### src/design/cau_pkg.sv
package cau_pkg;

	localparam int DATA_WIDTH = 32;
	localparam int FRAC_BITS  = 16;
	localparam int PROD_W     = 2 * DATA_WIDTH;
	localparam int WIDE_W     = 2 * DATA_WIDTH + 2;
	localparam int DEN_W      = 2 * DATA_WIDTH;
	localparam int REM_W      = DEN_W + 1;
	localparam int MAG_W      = WIDE_W + FRAC_BITS;
	localparam int QW         = DATA_WIDTH;
	localparam int CMP_W      = MAG_W + DEN_W;

	typedef enum logic [2:0] {
		OP_ADD   = 3'd0,
		OP_SUB   = 3'd1,
		OP_MUL   = 3'd2,
		OP_DIV   = 3'd3,
		OP_SCALE = 3'd4,
		OP_SOVC  = 3'd5,
		OP_DIVS  = 3'd6,
		OP_CONJ  = 3'd7
	} op_t;

	typedef enum logic [1:0] {
		ST_OK  = 2'd0,
		ST_SAT = 2'd1,
		ST_DZ  = 2'd2
	} status_t;

	typedef struct packed {
		op_t                          op;
		logic signed [DATA_WIDTH-1:0] a;
		logic signed [DATA_WIDTH-1:0] b;
		logic signed [DATA_WIDTH-1:0] c;
		logic signed [DATA_WIDTH-1:0] d;
		logic signed [DATA_WIDTH-1:0] x;
	} req_t;

	typedef struct packed {
		logic             neg;
		logic             ovf;
		logic [REM_W-1:0] rem;
		logic [QW-1:0]    low;
		logic [QW-1:0]    quo;
	} lane_t;

	typedef struct packed {
		logic                     is_div;
		logic                     dz;
		logic signed [WIDE_W-1:0] dir_re;
		logic signed [WIDE_W-1:0] dir_im;
		logic [DEN_W-1:0]         den;
		lane_t                    re;
		lane_t                    im;
	} mid_t;

	typedef struct packed {
		logic signed [DATA_WIDTH-1:0] result_re;
		logic signed [DATA_WIDTH-1:0] result_im;
		status_t                      status;
	} rsp_t;

endpackage

### src/design/cau_back.sv
module cau_back (
	input  logic          clk,
	input  logic          arst_n,
	input  logic          in_valid,
	output logic          in_ready,
	input  cau_pkg::mid_t in_data,
	output logic          out_valid,
	input  logic          out_ready,
	output cau_pkg::rsp_t out_data
);

	localparam logic [cau_pkg::DATA_WIDTH-1:0] MaxV = {1'b0, {(cau_pkg::DATA_WIDTH-1){1'b1}}};
	localparam logic [cau_pkg::DATA_WIDTH-1:0] MinV = {1'b1, {(cau_pkg::DATA_WIDTH-1){1'b0}}};

	function automatic logic [cau_pkg::DATA_WIDTH:0] sat_dir(
		logic signed [cau_pkg::WIDE_W-1:0] v);
		logic [cau_pkg::WIDE_W-cau_pkg::DATA_WIDTH:0] top;
		top = v[cau_pkg::WIDE_W-1:cau_pkg::DATA_WIDTH-1];
		if ((&top) || !(|top)) return {1'b0, v[cau_pkg::DATA_WIDTH-1:0]};
		return {1'b1, v[cau_pkg::WIDE_W-1] ? MinV : MaxV};
	endfunction

	function automatic logic [cau_pkg::DATA_WIDTH:0] sat_div(cau_pkg::lane_t l);
		if (!l.neg) begin
			if (l.ovf || l.quo[cau_pkg::QW-1]) return {1'b1, MaxV};
			return {1'b0, l.quo};
		end
		if (l.ovf || (l.quo > MinV)) return {1'b1, MinV};
		return {1'b0, cau_pkg::DATA_WIDTH'(-l.quo)};
	endfunction

	cau_pkg::rsp_t out_q;
	cau_pkg::rsp_t rsp_d;
	logic          vld_q;
	logic          en;

	assign en        = ~vld_q | out_ready;
	assign in_ready  = en;
	assign out_valid = vld_q;
	assign out_data  = out_q;

	always_comb begin
		logic [cau_pkg::DATA_WIDTH:0] re;
		logic [cau_pkg::DATA_WIDTH:0] im;
		if (in_data.is_div) begin
			re = sat_div(in_data.re);
			im = sat_div(in_data.im);
		end else begin
			re = sat_dir(in_data.dir_re);
			im = sat_dir(in_data.dir_im);
		end
		if (in_data.is_div && in_data.dz) begin
			rsp_d.result_re = '0;
			rsp_d.result_im = '0;
			rsp_d.status    = cau_pkg::ST_DZ;
		end else begin
			rsp_d.result_re = re[cau_pkg::DATA_WIDTH-1:0];
			rsp_d.result_im = im[cau_pkg::DATA_WIDTH-1:0];
			rsp_d.status    = (re[cau_pkg::DATA_WIDTH] || im[cau_pkg::DATA_WIDTH]) ?
				cau_pkg::ST_SAT : cau_pkg::ST_OK;
		end
	end

	always_ff @(posedge clk or negedge arst_n) begin
		if (!arst_n) begin
			vld_q <= 1'b0;
		end else if (en) begin
			vld_q <= in_valid;
		end
	end

	always_ff @(posedge clk) begin
		if (en) out_q <= rsp_d;
	end

endmodule

### config.mk
export PLATFORM = sky130hd
export DESIGN_NAME = cau_back
export DESIGN_NICKNAME = d
export VERILOG_FILES = /design/src/design/cau_pkg.sv /design/src/design/cau_back.sv
export SDC_FILE = /design/constraint.sdc
export NUM_CORES = 1
export LEC_CHECK = 0
export BUFFER_PORTS_ARGS = -buffer_cell sky130_fd_sc_hd__buf_2
export CAP_MARGIN = 40
export CORE_AREA = 2 2 205 207
export CTS_BUF_LIST = sky130_fd_sc_hd__clkbuf_8 sky130_fd_sc_hd__clkbuf_16
export DETAILED_ROUTE_END_ITERATION = 10
export DIE_AREA = 0 0 207 209
export PLACE_DENSITY = 0.38
export SETUP_SLACK_MARGIN = 0.1
export SLEW_MARGIN = 10
export SYNTH_ARGS = -nofsm -noshare
export SYNTH_HDL_FRONTEND = slang
export SYNTH_SLANG_ARGS = --single-unit
### constraint.sdc
create_clock -name clk -period 2.55 [get_ports clk]
set_input_delay 0.3825 -clock clk [delete_from_list [all_inputs] [get_ports clk]]
set_output_delay 0.3825 -clock clk [all_outputs]
set_load 0.005 [all_outputs]
Yosys cells after proc, flatten, opt, wreduce, memory -nomap -nowiden --
Index checks and enable logic that the tools add are counted. W data, S select, Z words.
Storage, ports and cells: register bits 67, bits of input ports 464, logic and storage cells 65
Operators by class: $add $sub $neg 2, order comparisons 2, multiplexer cells 41, bitwise gates (word level) 2, reductions and logical operators 14
Operators with widths (count):
- $mux W33 | 18
- $reduce_and A35 Y1 | 2
- $reduce_or A35 Y1 | 2
- $gt A32 B32 Y1 const B | 2
- $mux W32 | 2
- $neg A32 Y32 | 2
- $mux W1 | 21
- $logic_or A1 B1 Y1 | 7
- $logic_not A1 Y1 | 2
- $logic_and A1 B1 Y1 | 1
- $not A1 Y1 | 1
- $or A1 B1 Y1 | 1

Longest topological paths before layout --
depth in word-level cells 12, depth in mapped cells 11, gate-level depth less buffers 8

Worst setup path after synthesis --
Ideal clock, no wire load.
path type in2reg, from input in_data[1] in the netlist's numbering, to register out_q, in the netlist out_data[0] (data pin), library setup time 259 ps, data arrival time 2317 ps, data required time 2291 ps, path slack -26 ps, stages 10, path buffers 2, cell sequence inv_1 -> ha_1 -> or4b_4 -> or2_1 -> buf_6 -> nor4_4 -> or2_1 -> buf_6 -> o22ai_1 -> o31a_1
Between the ends: word-level cells in the longest chain between the ends 10
Ends and longest elaborated chain:
- from (decl) | line cau_back.sv:6 | input cau_pkg::mid_t in_data,
- $gt A32 B32 Y1 * | line cau_back.sv:28 | if (l.ovf || (l.quo > MinV)) return {1'b1, MinV};
- $logic_or A1 B1 Y1 * | line cau_back.sv:28
- $mux W1 (2 in a row) | line cau_back.sv:28
- $mux W1 | line cau_back.sv:45 | if (in_data.is_div) begin
- $mux W33 * | line cau_back.sv:29 | return {1'b0, cau_pkg::DATA_WIDTH'(-l.quo)};
- $mux W33 * | line cau_back.sv:28
- $mux W33 * | line cau_back.sv:45
- $logic_or A1 B1 Y1 * | line cau_back.sv:59 | rsp_d.status = (re[cau_pkg::DATA_WIDTH] || im[cau_pkg::DATA_WIDTH]) ?
- $mux W1 * | line cau_back.sv:59
- to (signal assigned) | line cau_back.sv:73 | if (en) out_q <= rsp_d;
- to (decl) | line cau_back.sv:32 | cau_pkg::rsp_t out_q;
Mark *: on every way between the ends. The rest lies on a longest branch, timed or not. The select of a mux whose other input is x is not followed. A chain may end at the register's enable or synchronous reset.

Worst setup path after layout --
from input in_data[1] in the netlist's numbering, to register out_q, in the netlist out_data[24] (data pin)
Between the ends: word-level cells in the longest chain between the ends 8
Ends and longest elaborated chain (line):
- $gt A32 B32 Y1 | cau_back.sv:28
- $logic_or A1 B1 Y1 | cau_back.sv:28
- $mux W1 (2 in a row) | cau_back.sv:28
- $mux W1 | cau_back.sv:45
- $mux W33 * | cau_back.sv:29
- $mux W33 * | cau_back.sv:28
- $mux W33 * | cau_back.sv:45
Marks and branches as above.

==> key figures <==
Timing
  • Hold violation count in the final report: 0
  • Tightest Pin Transition: around 0.7 ns
  • Worst slew margin relative to its limit: 0.531
  • Unrepaired setup endpoints after global routing: no
  • Max Transition Viols Final: 0
  • Number of endpoints failing setup at the final stage: 0
  • Hold_ws: 0.217 ns
  • Worst Clk Skew: approximately 0.016 ns
  • FMAX: 0.417 GHz
  • Period minus WS final: around 2.4 ns
  • Tcrit/Tclk final: 0.940

Finish
  • Fraction of final layout cells sized beyond drive strength 1: 0.424
  • Number of nets at the end of the flow: 1,484
  • Storage cell area: between 2000 and 2500 um2
  • Share of the core filled with cells: 0.210
  • Fillcell total: around 4,700
  • Area Growth Syn to Fin: 58.0%
  • Multi-input gate area: roughly 3300 um2

Clocking
  • Root buffer cell: clkbuf_16
  • H-tree depth: 3
  • Clk sinks: 67
  • Reg clk slew, reported paths: roughly 0.060 ns
  • Insertion delay of the later-clocked pin in the worst-skew pair: 0.37 ns
  • Number of CTS-inserted buffers: 9
  • Clock tree from TritonCTS: yes
  • Number of buffers inserted by post-CTS setup repair: 0
  • Clk buf depth: 2

Drt
  • Initial detailed-routing violation count: about 430
  • Aggregate routed wire length: 30,000 um
  • Ratio of routed vias to standard cells: 4.51
  • Routed WL per cell: 19.2 um
  • Total number of vias: 7,059
  • Router iterations before antenna repair: 5
  • Remaining antenna violation count after routing: 0
  • Residual DRC count: 0

Min path
  • Min-delay src: in_valid
  • Path category of the worst min-delay check: in -> reg

Floorplan
  • Die outline width: slightly above 200 um
  • Die area: between 40,000 and 50,000 um2
  • Site row count: between 70 and 80
  • Y dimension of the die: ~210 um
  • Standard cell core area: 41,300 um2
  • Effective utilization at floorplan: 0.133
  • Ports placed on the boundary: 532

Synth
  • Fraction of registers with async set or reset after synthesis: 0.0149
  • Area share of the largest cell type after synthesis: 0.361
  • Synth Area in Compound Gates: 0.304
  • Syn avg cell area: about 8.3 um2
  • Area share of fa/ha/maj cells after synthesis: 0.00456
  • Cell taking the most area after synthesis: edfxtp_1
  • Synthesized-area fraction occupied by xor and xnor cells: 0.0128
  • Biggest area contributors in the synthesized netlist: edfxtp_1 (36%), a21oi_1 (6.5%), nor4_1 (4.1%), nor3_1 (3.9%), o21ai_0 (3.9%)
  • Most common flop cell mapped by yosys: edfxtp_1
  • Synthesized flop and latch total: between 60 and 70
  • Post-synth EDFFs: 66
  • Dominant combinational cell family by area after synthesis: compound AO/OA/AOI/OAI gates
  • Number of warnings reported in the yosys synthesis log: 0
  • Combined area of all synthesized cells: about 5500 um2
  • Post-synthesis mux area share: 0.00411
  • Most frequent cell after synthesis: a21oi_1
  • Total nets after synthesis: about 1,100
  • Post-Syn Instances: 658
  • Top cells by instance count after synthesis: a21oi_1 (71), edfxtp_1 (66), nor2_1 (47)
  • Number of unique standard cell types used by synthesis: 60
  • Sequential fraction of the synthesis area: 0.366
  • Area share of and/or/nand/nor cells after synthesis: 0.262

Job
  • Reported max-cap violation count: 0

Setup path
  • Data arrival time at the worst-slack endpoint: between 2 and 3 ns
  • R2r endpoint: out_data[43]$_SDFFCE_PP0P_
  • Worst Reg2Reg Path Length in Cells: 2
  • Type of destination of the critical path: flip-flop
  • Slack of the worst reg-to-reg path: approximately 1.1 ns
  • CP Capture Point: out_data[24]$_SDFFCE_PP0P_
  • Source of the worst register-to-register timing path: out_valid$_DFFE_PN0P_
  • Category of the worst setup path launch point: input port
  • CP Launch Point: in_data[1]
  • WS Path Type: in -> reg
  • Maximum net fanout on the critical path: 4
  • Required time at the endpoint of the critical path: between 2 and 3 ns

Global routing
  • Pin count of the biggest net entering global routing: 30
  • Global route overflow: 0
  • Initial antenna violation count: 9
  • Wire length of the first global-routing pass: about 45,000 um
  • Total Routing Usage GR: 0.139
  • Vias in the first global route: 7,078

Power and ir drop
  • PwrDens: between 400 and 500 nW/um2
  • Peak supply drop: 0.283 mV
  • Leakage power figure: around 3.4 nW

Place
  • Placer congestion estimate: 0.830
  • HPWL after detailed placement: between 20,000 and 25,000 um
  • Buffers added on ports: approximately 270

Run status
  • Status: complete, no violations
metrics by stage:
stage / total power, mW / instance area [um2] / setup TNS [ns] / instances / setup slack, ns
finish: 3.67 / 8660 / 0 / 1565 / 0.152
global route: 3.87 / 8660 / 0 / 1562 / 0.113
CTS: 3.75 / 8640 / 0 / 1562 / 0.174
detailed placement: 2.37 / 8340 / -5.59 / 1545 / -0.222
global placement: 2.38 / 8330 / -5.52 / 1544 / -0.234
floorplan: 1.75 / 5510 / 0 / 658 / 0.0831
logic make-up after synthesis:
family                     after synthesis
and+or+nand+nor                        266
AOI/OAI and AO/OA                      253
DFF                                     67
buffers and inverters                   60
xor gates and xnor gates                 8
muxes                                    2
adders and majority gates                2
cells in the final DEF (no fill, tap or decap), types with 18 or more instances in the layout:
master	count
a21oi_1	71
buf_4	112
inv_1	18
buf_2	273
nor3_1	40
nor2_1	47
nand2_1	37
nand3_1	27
a211oi_1	25
edfxtp_1	66
nand4_1	28
o21ai_0	42
o22ai_1	30
nor4_1	35
worst max-delay path, cell delays in order:
cell	delay [ns]
buf_2	0.10
inv_1	0.06
ha_1	0.21
or4b_4	0.51
or3_4	0.43
or4_4	0.45
o211ai_1	0.16
o21ai_0	0.13
o22ai_1	0.16
repair_timing:
action | CTS | global route
resized for setup | 0 | 3
hold endpoints to repair | 1 | 0
hold buffers | 1 | 0
setup endpoints to repair | 0 | 24
worst min path at each step:
| stage | slack [ns] | to | cells past startpoint |
|---|---|---|---|
| after global routing | 0.22 | out_valid$_DFFE_PN0P_ | 2 |
| after global placement | 0.16 | out_valid$_DFFE_PN0P_ | 1 |
| final | 0.22 | out_valid$_DFFE_PN0P_ | 2 |
| after floorplan | 0.09 | out_valid$_DFFE_PN0P_ | 0 |
| after detailed placement | 0.16 | out_valid$_DFFE_PN0P_ | 1 |
| after CTS | 0.19 | out_valid$_DFFE_PN0P_ | 2 |
registers in the layout, indices dropped and copies added (netlist names):
name and flops:
out_data 66, out_valid 1
per-layer routing:
metal  share of wire  global-route usage  wire [um]  up-vias
li1                -                   -          -     3396
met1            0.45               0.179      13500     3309
met2            0.45               0.224      13600      314
met3           0.084              0.0499       2540       28
met4          0.0094              0.0229        283       12
met5          0.0024                   0         72        -
cell type report:
class / instances / share of cell area
inverters: 17 / 0.00736
flip-flops and latches: 67 / 0.232
clock inverters: 7 / 0.00809
diodes: 3 / 0.000866
repair buffers: 392 / 0.270
clock buffers: 9 / 0.0260
well taps: 539 / 0.0778
multi-input cells: 531 / 0.378
where the power goes:
| group | internal [mW] | switching (mW) | leakage, nW |
|---|---|---|---|
| logic | 0.429 | 0.539 | 2.61 |
| registers | 1.34 | 0.0314 | 0.694 |
| clock network | 0.754 | 0.572 | 0.140 |
| total | 2.53 | 1.14 | 3.44 |
No activity file was read; power rests on OpenSTA's default activity.
